File: src/sv/rc4s_pkg.sv
`timescale 1ns / 1ps

package rc4s_pkg;

  localparam int unsigned KeyMaxDef = 256;
  localparam int unsigned ByteW     = 8;
  localparam int unsigned PermDepth = 256;

  // datapath operation issued by the controller each cycle
  typedef enum logic [3:0] {
    OP_IDLE,
    OP_KEY,
    OP_DATA,
    OP_INIT,
    OP_MIX_RD,
    OP_MIX_J,
    OP_MIX_WN,
    OP_MIX_WJ,
    OP_D_J,
    OP_D_WI,
    OP_D_OUT
  } op_e;

  typedef struct packed {
    op_e  op;
    logic fire;  // result goes to the output register this cycle
  } cmd_t;

  typedef struct packed {
    logic n_last;    // sweep counter on its final entry
    logic out_free;  // output register can take a result
  } status_t;

endpackage

File: src/sv/rc4s_ctrl.sv
`timescale 1ns / 1ps

module rc4s_ctrl (
  input  logic             clk_i,
  input  logic             rst_ni,
  input  logic             s_valid_i,
  input  logic             s_opcode_i,
  input  logic             s_last_i,
  output logic             s_ready_o,
  input  rc4s_pkg::status_t status_i,
  output rc4s_pkg::cmd_t   cmd_o
);

  typedef enum logic [3:0] {
    ST_INIT,
    ST_IDLE,
    ST_MIX_RD,
    ST_MIX_J,
    ST_MIX_WN,
    ST_MIX_WJ,
    ST_D_J,
    ST_D_WI,
    ST_D_OUT
  } state_e;

  state_e state_q, state_d;
  logic   sched_q, sched_d;

  assign s_ready_o = (state_q == ST_IDLE);

  always_comb begin
    state_d    = state_q;
    sched_d    = sched_q;
    cmd_o.op   = rc4s_pkg::OP_IDLE;
    cmd_o.fire = 1'b0;
    unique case (state_q)
      ST_INIT: begin
        cmd_o.op = rc4s_pkg::OP_INIT;
        if (status_i.n_last) begin
          state_d = sched_q ? ST_MIX_RD : ST_IDLE;
        end
      end
      ST_IDLE: begin
        if (s_valid_i) begin
          if (s_opcode_i) begin
            cmd_o.op = rc4s_pkg::OP_DATA;
            state_d  = ST_D_J;
          end else begin
            cmd_o.op = rc4s_pkg::OP_KEY;
            if (s_last_i) begin
              sched_d = 1'b1;
              state_d = ST_INIT;
            end
          end
        end
      end
      ST_MIX_RD: begin
        cmd_o.op = rc4s_pkg::OP_MIX_RD;
        state_d  = ST_MIX_J;
      end
      ST_MIX_J: begin
        cmd_o.op = rc4s_pkg::OP_MIX_J;
        state_d  = ST_MIX_WN;
      end
      ST_MIX_WN: begin
        cmd_o.op = rc4s_pkg::OP_MIX_WN;
        state_d  = ST_MIX_WJ;
      end
      ST_MIX_WJ: begin
        cmd_o.op = rc4s_pkg::OP_MIX_WJ;
        if (status_i.n_last) begin
          sched_d = 1'b0;
          state_d = ST_IDLE;
        end else begin
          state_d = ST_MIX_RD;
        end
      end
      ST_D_J: begin
        cmd_o.op = rc4s_pkg::OP_D_J;
        state_d  = ST_D_WI;
      end
      ST_D_WI: begin
        cmd_o.op = rc4s_pkg::OP_D_WI;
        state_d  = ST_D_OUT;
      end
      ST_D_OUT: begin
        cmd_o.op = rc4s_pkg::OP_D_OUT;
        if (status_i.out_free) begin
          cmd_o.fire = 1'b1;
          state_d    = ST_IDLE;
        end
      end
      default: begin
        state_d = ST_IDLE;
      end
    endcase
  end

  always_ff @(posedge clk_i or negedge rst_ni) begin
    if (!rst_ni) begin
      state_q <= ST_INIT;
      sched_q <= 1'b0;
    end else begin
      state_q <= state_d;
      sched_q <= sched_d;
    end
  end

endmodule

File: src/sv/rc4s_datapath.sv
`timescale 1ns / 1ps

module rc4s_datapath #(
  parameter int unsigned KeyMax = rc4s_pkg::KeyMaxDef
) (
  input  logic                         clk_i,
  input  logic                         rst_ni,
  input  rc4s_pkg::cmd_t               cmd_i,
  output rc4s_pkg::status_t            status_o,
  input  logic [rc4s_pkg::ByteW-1:0]   byte_i,
  input  logic                         last_i,
  output logic                         out_valid_o,
  input  logic                         out_ready_i,
  output logic [rc4s_pkg::ByteW-1:0]   out_byte_o
);

  localparam int unsigned BW    = rc4s_pkg::ByteW;
  localparam int unsigned KIdxW = (KeyMax > 1) ? $clog2(KeyMax) : 1;
  localparam int unsigned KCntW = $clog2(KeyMax + 1);

  logic [BW-1:0] perm_mem [rc4s_pkg::PermDepth];
  logic [BW-1:0] key_mem  [KeyMax];

  logic [BW-1:0] perm_rd_q, key_rd_q;
  logic [BW-1:0] raddr, waddr, wdata;
  logic          we;

  logic [BW-1:0]    i_q, j_q, n_q;
  logic [KIdxW-1:0] k_q;
  logic [KCntW-1:0] key_cnt_q, key_cnt_next, klen_q, k_next;
  logic             key_we;
  logic             out_valid_q;
  logic             last_q;

  logic [BW-1:0] si_q, sj_q, t_q, b_q, out_byte_q;
  logic [BW-1:0] j_mix, ks;

  assign key_we       = (cmd_i.op == rc4s_pkg::OP_KEY) && (key_cnt_q < KCntW'(KeyMax));
  assign key_cnt_next = key_cnt_q + KCntW'(key_we);
  assign k_next       = KCntW'(k_q) + KCntW'(1);
  assign j_mix        = j_q + perm_rd_q + key_rd_q;

  // the read of entry t was taken before the swap landed in memory for entries i and j, so forward them
  assign ks = (t_q == j_q) ? si_q : ((t_q == i_q) ? sj_q : perm_rd_q);

  assign status_o.n_last   = (n_q == BW'(rc4s_pkg::PermDepth - 1));
  assign status_o.out_free = !out_valid_q || out_ready_i;
  assign out_valid_o       = out_valid_q;
  assign out_byte_o        = out_byte_q;

  always_comb begin
    raddr = t_q;
    waddr = n_q;
    wdata = n_q;
    we    = 1'b0;
    case (cmd_i.op)
      rc4s_pkg::OP_INIT: begin
        we = 1'b1;
      end
      rc4s_pkg::OP_MIX_RD: begin
        raddr = n_q;
      end
      rc4s_pkg::OP_MIX_J: begin
        raddr = j_mix;
      end
      rc4s_pkg::OP_MIX_WN: begin
        we    = 1'b1;
        wdata = perm_rd_q;
      end
      rc4s_pkg::OP_MIX_WJ: begin
        we    = 1'b1;
        waddr = j_q;
        wdata = si_q;
      end
      rc4s_pkg::OP_DATA: begin
        raddr = i_q + BW'(1);
      end
      rc4s_pkg::OP_D_J: begin
        raddr = j_q + perm_rd_q;
      end
      rc4s_pkg::OP_D_WI: begin
        we    = 1'b1;
        waddr = i_q;
        wdata = perm_rd_q;
        raddr = si_q + perm_rd_q;
      end
      rc4s_pkg::OP_D_OUT: begin
        we    = 1'b1;
        waddr = j_q;
        wdata = si_q;
      end
      default: begin
        we = 1'b0;
      end
    endcase
  end

  // permutation and key store: read-first, registered read data
  always_ff @(posedge clk_i) begin
    perm_rd_q <= perm_mem[raddr];
    if (we) begin
      perm_mem[waddr] <= wdata;
    end
    key_rd_q <= key_mem[k_q];
    if (key_we) begin
      key_mem[key_cnt_q[KIdxW-1:0]] <= byte_i;
    end
  end

  always_ff @(posedge clk_i or negedge rst_ni) begin
    if (!rst_ni) begin
      i_q         <= '0;
      j_q         <= '0;
      n_q         <= '0;
      k_q         <= '0;
      key_cnt_q   <= '0;
      klen_q      <= KCntW'(1);
      out_valid_q <= 1'b0;
      last_q      <= 1'b0;
    end else begin
      if (cmd_i.fire) begin
        out_valid_q <= 1'b1;
      end else if (out_ready_i) begin
        out_valid_q <= 1'b0;
      end
      case (cmd_i.op)
        rc4s_pkg::OP_KEY: begin
          if (last_i) begin
            klen_q    <= key_cnt_next;
            key_cnt_q <= '0;
            k_q       <= '0;
            j_q       <= '0;
            i_q       <= '0;
          end else begin
            key_cnt_q <= key_cnt_next;
          end
        end
        rc4s_pkg::OP_INIT: begin
          n_q <= n_q + BW'(1);
        end
        rc4s_pkg::OP_MIX_J: begin
          j_q <= j_mix;
        end
        rc4s_pkg::OP_MIX_WJ: begin
          n_q <= n_q + BW'(1);
          k_q <= (k_next == klen_q) ? '0 : k_next[KIdxW-1:0];
          if (status_o.n_last) begin
            i_q <= '0;
            j_q <= '0;
          end
        end
        rc4s_pkg::OP_DATA: begin
          i_q    <= i_q + BW'(1);
          last_q <= last_i;
        end
        rc4s_pkg::OP_D_J: begin
          j_q <= j_q + perm_rd_q;
        end
        rc4s_pkg::OP_D_OUT: begin
          if (cmd_i.fire && last_q) begin
            i_q <= '0;
            j_q <= '0;
          end
        end
        default: begin
          n_q <= n_q;
        end
      endcase
    end
  end

  always_ff @(posedge clk_i) begin
    case (cmd_i.op)
      rc4s_pkg::OP_MIX_J: si_q <= perm_rd_q;
      rc4s_pkg::OP_DATA:  b_q  <= byte_i;
      rc4s_pkg::OP_D_J:   si_q <= perm_rd_q;
      rc4s_pkg::OP_D_WI: begin
        sj_q <= perm_rd_q;
        t_q  <= si_q + perm_rd_q;
      end
      default: begin
        t_q <= t_q;
      end
    endcase
    if (cmd_i.fire) begin
      out_byte_q <= b_q ^ ks;
    end
  end

endmodule

File: src/sv/rc4_stream_cipher.sv
`timescale 1ns / 1ps

// rc4 cipher engine with one stream input and one stream output
// input transfers carry a byte in tdata and the kind in tuser: 0 key byte, 1 data byte
// key bytes fill the key store one per cycle; the key byte with tlast set starts
// the key schedule, which rebuilds the identity permutation and then mixes in
// the key one swap at a time (read S[n], read S[j], write S[n], write S[j]) on a
// permutation memory with one read and one write port; no input is taken meanwhile
// each data byte gives one output byte, data XOR keystream, loaded into the output
// register in the D_OUT state, after the D_J and D_WI states, once the register is
// free; a new item can be taken in the cycle after that, so the engine takes no new
// byte until its read, read, write-and-read, write sequence on the memory is done
// a data byte with tlast set restarts the stream indices for the next message
// after reset the permutation is filled with identity while
// s_axis_tready_o is low; data sent before any key runs on that permutation
// when the receiver stalls the result waits in the output register and the
// engine holds its finished item until the register frees
module rc4_stream_cipher #(
  parameter int unsigned KeyMax = rc4s_pkg::KeyMaxDef
) (
  input  logic                       clk_i,
  input  logic                       rst_ni,
  input  logic                       s_axis_tvalid_i,
  output logic                       s_axis_tready_o,
  input  logic [rc4s_pkg::ByteW-1:0] s_axis_tdata_i,   // byte_in [7:0]
  input  logic                       s_axis_tuser_i,   // opcode [0]
  input  logic                       s_axis_tlast_i,
  output logic                       m_axis_tvalid_o,
  input  logic                       m_axis_tready_i,
  output logic [rc4s_pkg::ByteW-1:0] m_axis_tdata_o    // byte_out [7:0]
);

  rc4s_pkg::cmd_t    cmd;
  rc4s_pkg::status_t status;

  rc4s_ctrl u_ctrl (
    .clk_i      (clk_i),
    .rst_ni     (rst_ni),
    .s_valid_i  (s_axis_tvalid_i),
    .s_opcode_i (s_axis_tuser_i),
    .s_last_i   (s_axis_tlast_i),
    .s_ready_o  (s_axis_tready_o),
    .status_i   (status),
    .cmd_o      (cmd)
  );

  rc4s_datapath #(
    .KeyMax (KeyMax)
  ) u_datapath (
    .clk_i       (clk_i),
    .rst_ni      (rst_ni),
    .cmd_i       (cmd),
    .status_o    (status),
    .byte_i      (s_axis_tdata_i),
    .last_i      (s_axis_tlast_i),
    .out_valid_o (m_axis_tvalid_o),
    .out_ready_i (m_axis_tready_i),
    .out_byte_o  (m_axis_tdata_o)
  );

  // a data transfer occupies the engine for its whole sequence
  a_data_busy: assert property (@(posedge clk_i) disable iff (!rst_ni)
    (s_axis_tvalid_i && s_axis_tready_o && s_axis_tuser_i) |=> !s_axis_tready_o)
    else $error("input taken while a data byte is in flight");

  // final key byte must start the schedule
  a_key_sched: assert property (@(posedge clk_i) disable iff (!rst_ni)
    (s_axis_tvalid_i && s_axis_tready_o && !s_axis_tuser_i && s_axis_tlast_i)
      |=> !s_axis_tready_o)
    else $error("key schedule did not start");

  // a result never overwrites one that is still waiting
  a_no_overwrite: assert property (@(posedge clk_i) disable iff (!rst_ni)
    cmd.fire |-> (!m_axis_tvalid_o || m_axis_tready_i))
    else $error("result loaded over a pending one");

  a_fire_valid: assert property (@(posedge clk_i) disable iff (!rst_ni)
    cmd.fire |=> m_axis_tvalid_o)
    else $error("result lost after load");

endmodule
File: config.mk
export PLATFORM = sky130hd
export DESIGN_NAME = rc4_stream_cipher
export DESIGN_NICKNAME = d
export VERILOG_FILES = /design/src/sv/rc4s_pkg.sv /design/src/sv/rc4s_ctrl.sv /design/src/sv/rc4s_datapath.sv /design/src/sv/rc4_stream_cipher.sv
export SDC_FILE = /design/constraint.sdc
export NUM_CORES = 2
export LEC_CHECK = 0
export BUFFER_PORTS_ARGS = -buffer_cell sky130_fd_sc_hd__buf_2
export CAP_MARGIN = 5
export CELL_PAD_IN_SITES_DETAIL_PLACEMENT = 1
export CELL_PAD_IN_SITES_GLOBAL_PLACEMENT = 1
export CORE_UTILIZATION = 50
export CTS_CLUSTER_SIZE = 10
export DETAILED_ROUTE_END_ITERATION = 16
export PLACE_DENSITY_LB_ADDON = 0.08
export SYNTH_ARGS = -nofsm -noshare
export SYNTH_HDL_FRONTEND = slang
export SYNTH_HIERARCHICAL = 1
export SYNTH_SLANG_ARGS = --single-unit
File: constraint.sdc
create_clock -name clk_i -period 8.7 [get_ports clk_i]
set_input_delay 2.61 -clock clk_i [delete_from_list [all_inputs] [get_ports clk_i]]
set_output_delay 2.61 -clock clk_i [all_outputs]
set_load 0.01 [all_outputs]
==> impl.org <==
** Run status
- The flow ran to the end, but the final reports show violations.
- The final reports fail on max-slew violations.

** Placement
- At the end of routability-driven placement, the weighted congestion stood at 0.912.
- Detailed placement HPWL :: 321 mm
- OpenSTA, run right after detailed placement, puts the worst setup slack at 257 ps.
- Buffers placed on the I/O ports in this run total 23.

** GRT
- The via count of the first global-routing pass was 98575.
- The first global-routing pass estimated 743 mm of wire.
- Overflow after GRT :: 0
- Entering global routing, the biggest net connects 178 pins.
- Across every metal layer, demand over resource in global routing totals 0.308.
- Initial antenna violation count :: 18

** Layout
- Share of final-layout standard cells stronger than drive strength 1 :: 0.165
- In the final layout, the multi-input gates occupy 38400 um^2.
- Number of fillers in the final layout :: 29368
- The sequential cells in the finished layout cover a total of 126000 um^2.
- The area growth from synthesis to layout is 12.5%.
- Measured on the finished design, the core utilization comes to 0.567.
- After the last flow step, the layout net total stands at 10201.

** Clock network
- CTS Buf Count :: 467
- Buffer depth of the longest clock path :: 4
- CTS-repair resized insts :: 0
- CTS saw 4209 sinks.
- The H-tree was split into 5 levels.
- In this run the post-CTS setup repair buffer count came out at 0.
- At the later pin of the worst-skew pair, clock insertion delay measures 990 ps.
- In this run, post-CTS hold repair placed 0 buffers.
- CTS clock-pin slew for the worst setup and hold paths :: 60 ps
- Clock root buffer :: clkbuf_16
- Clock tree from TritonCTS :: built

** STA
- Hold violation total from the final report :: 0
- Final period util :: 0.870
- Highest attainable clock frequency :: 0.132 GHz
- Clock skew on the completed layout was measured at 43.1 ps.
- Final Hold Slack :: 537 ps
- The worst pin sits at a relative slew slack of -0.0682.
- Setup repair after global routing missed its margin :: no
- Setup violations remaining at the end of the flow were counted as 0.
- Once routing completed, OpenROAD measured the worst setup slack at 1130 ps.
- The count of pins over their slew limit is 114.
- Slew at the pin with the worst max-slew slack :: 1600 ps
- The routed design could run at a clock period as short as 7570 ps.
- Adding up every negative setup slack in the final design gives 0 ps.

** Min path
- Counting instances, the worst hold path has a depth of 1.
- Worst hold-check path type :: register to register

** Yosys
- Share of synthesized registers carrying an async set or reset :: 0.0135
- The number of nets handed over by synthesis was 9773.
- The share of synthesized area in the top cell type comes to 0.744.
- Ys flop type :: edfxtp_1
- Yosys Warn Count :: 6
- Number of unique standard cell types used by synthesis :: 103
- Sequential fraction of the synthesis area :: 0.754
- The synthesized design contains 4136 enable-type register cells.
- The mapped netlist covers 167000 um^2.
- Syn_area_per_cell :: 17.2 um^2
- Top-count cell post-synth :: edfxtp_1
- Top cells by area in the synthesized netlist :: edfxtp_1 (74%), mux4_2 (7.1%), mux2i_1 (3.5%), nand2_1 (2.1%), nor2_1 (1.6%)
- The synthesized design spends more area on one cell type than any other, namely edfxtp_1.
- In the synthesized netlist, the cells that appear most often are edfxtp_1 (4136), nand2_1 (937), nor2_1 (696).
- After synthesis the netlist holds a flip-flop and latch count of 4209.
- Synthesis handed over a netlist of 9730 instances.

** Die
- Standard cell core area :: 331000 um^2
- In this run the horizontal extent of the chip is 580 um.
- The initial utilization of the core area, before any placement, comes to 0.504.
- Area of the die :: 336000 um^2
- Row generation in the floorplan step produced 211 rows.
- From bottom edge to top edge, the die measures 580 um.
- 24 I/O pins were placed.

** Power and ir drop
- Static leakage :: 60.3 nW
- Dividing total power by cell area gives a power density of 428 nW/um^2.
- The worst-case IR drop observed on VDD is 0.000632 V.

** Route
- Starting DRC count in detailed routing :: 10566
- Number of iterations in the first detailed-routing pass :: 8
- For this block, the routed nets add up to 523 mm of wire.
- Total number of vias :: 96059
- Dividing the detail-routed via count by the number of cells gives 6.53.
- Routed wire per std cell :: 35.5 um
- # DRC :: 0
- Remaining antenna violation count after routing :: 0

** Setup path
- At the worst endpoint, the required time is 9550 ps.
- For the worst flop-to-flop path, the logic depth is 15.
- Category of the most critical setup path :: input pin to register
- Crit end category :: register
- In this run the worst path has a maximum fanout of 20.
- STA classifies the critical path startpoint as an input pin.
- Critical path arrival :: 8420 ps

** Run
- Max-cap violations in this run came to 0.
[where the power goes]
group,total [W],internal [W],leakage (nW),switching [W]
combinational,0.0374,0.0112,15.8,0.0262
clock,0.0174,0.00981,6.17,0.00755
sequential,0.0257,0.0253,38.3,0.000418
[flip-flops by register name, indices dropped and copies added (netlist names), 9 cells and up]
name	count
u_datapath/klen_q	9
u_datapath/perm_mem	2048
u_datapath/key_mem	2048
u_datapath/key_cnt_q	9
[cell usage in the layout (no fill, tap or decap), types with 54 or more instances in the layout]
| cell | n |
|---|---|
| mux4_2 | 528 |
| a31oi_1 | 98 |
| clkbuf_16 | 473 |
| o22ai_1 | 158 |
| nor2_1 | 684 |
| o221ai_1 | 241 |
| edfxtp_1 | 4136 |
| nand2_1 | 922 |
| a211oi_1 | 83 |
| o21ai_0 | 93 |
| mux2i_1 | 578 |
| a21oi_1 | 415 |
| and3_1 | 115 |
| buf_12 | 54 |
| nor3_1 | 95 |
| a22oi_1 | 128 |
| nand3_1 | 184 |
| buf_4 | 494 |
| clkbuf_1 | 138 |
[worst max-delay path, cell delays in order]
cell	delay (ps)
buf_2	130
a21oi_1	80
nor2_1	110
a21oi_1	60
nor2_2	480
buf_4	320
inv_1	170
nand3_1	200
inv_2	190
a21boi_1	660
a21o_4	500
buf_4	480
nor2_1	240
a221oi_1	320
nor2_1	140
a311oi_1	1040
nor3b_1	540
nor3_1	100
[final timing paths]
check                                        start                 endpoint  slack (ps)
max in group asynchronous                   rst_ni        u_datapath/k_q[0]        6240
setup / recovery                    s_axis_tuser_i  u_datapath/perm_rd_q[0]        1130
hold / removal                u_datapath/klen_q[1]     u_datapath/klen_q[1]         540
setup reg to reg           u_datapath/perm_rd_q[0]  u_datapath/perm_rd_q[0]        1790
hold reg to reg               u_datapath/klen_q[1]     u_datapath/klen_q[1]         540
min in group asynchronous                   rst_ni        u_ctrl/state_q[1]        1770
[kinds of logic after synthesis]
logic type               Yosys count  share of synthesized area
adder cells (fa/ha/maj)           29                    0.00231
AO/OA/AOI/OAI                   1445                     0.0590
AND/OR/NAND/NOR                 2219                     0.0574
multiplexers                    1114                      0.106
XOR/XNOR                          66                    0.00351
flip-flops                      4209                      0.754
buffers and inverters            648                     0.0174
[area by class of cell]
cell class	instances	share of cell area
antenna	12	0.000160
clock buffer	617	0.0662
clock inverter	24	0.00155
inverter	34	0.00104
multi-input combinational	4873	0.205
sequential	4209	0.671
tap	4366	0.0291
timing repair buffer	573	0.0266
[routing by layer]
metal  track usage  part of all wire
met5             0          0.000073
met4         0.160             0.058
met3        0.0476             0.072
met2         0.501              0.48
met1         0.403              0.39
[stage by stage]
step	power, W	cell area (um^2)	std cells
after CTS	0.0801	188000	14694
after global placement	0.0621	175000	14053
after floorplan	0.0462	167000	9730
final	0.0804	188000	14708
after global routing	0.0824	188000	14702
after detailed placement	0.0627	175000	14053
Note: power is estimated with default switching activity, not from simulation.
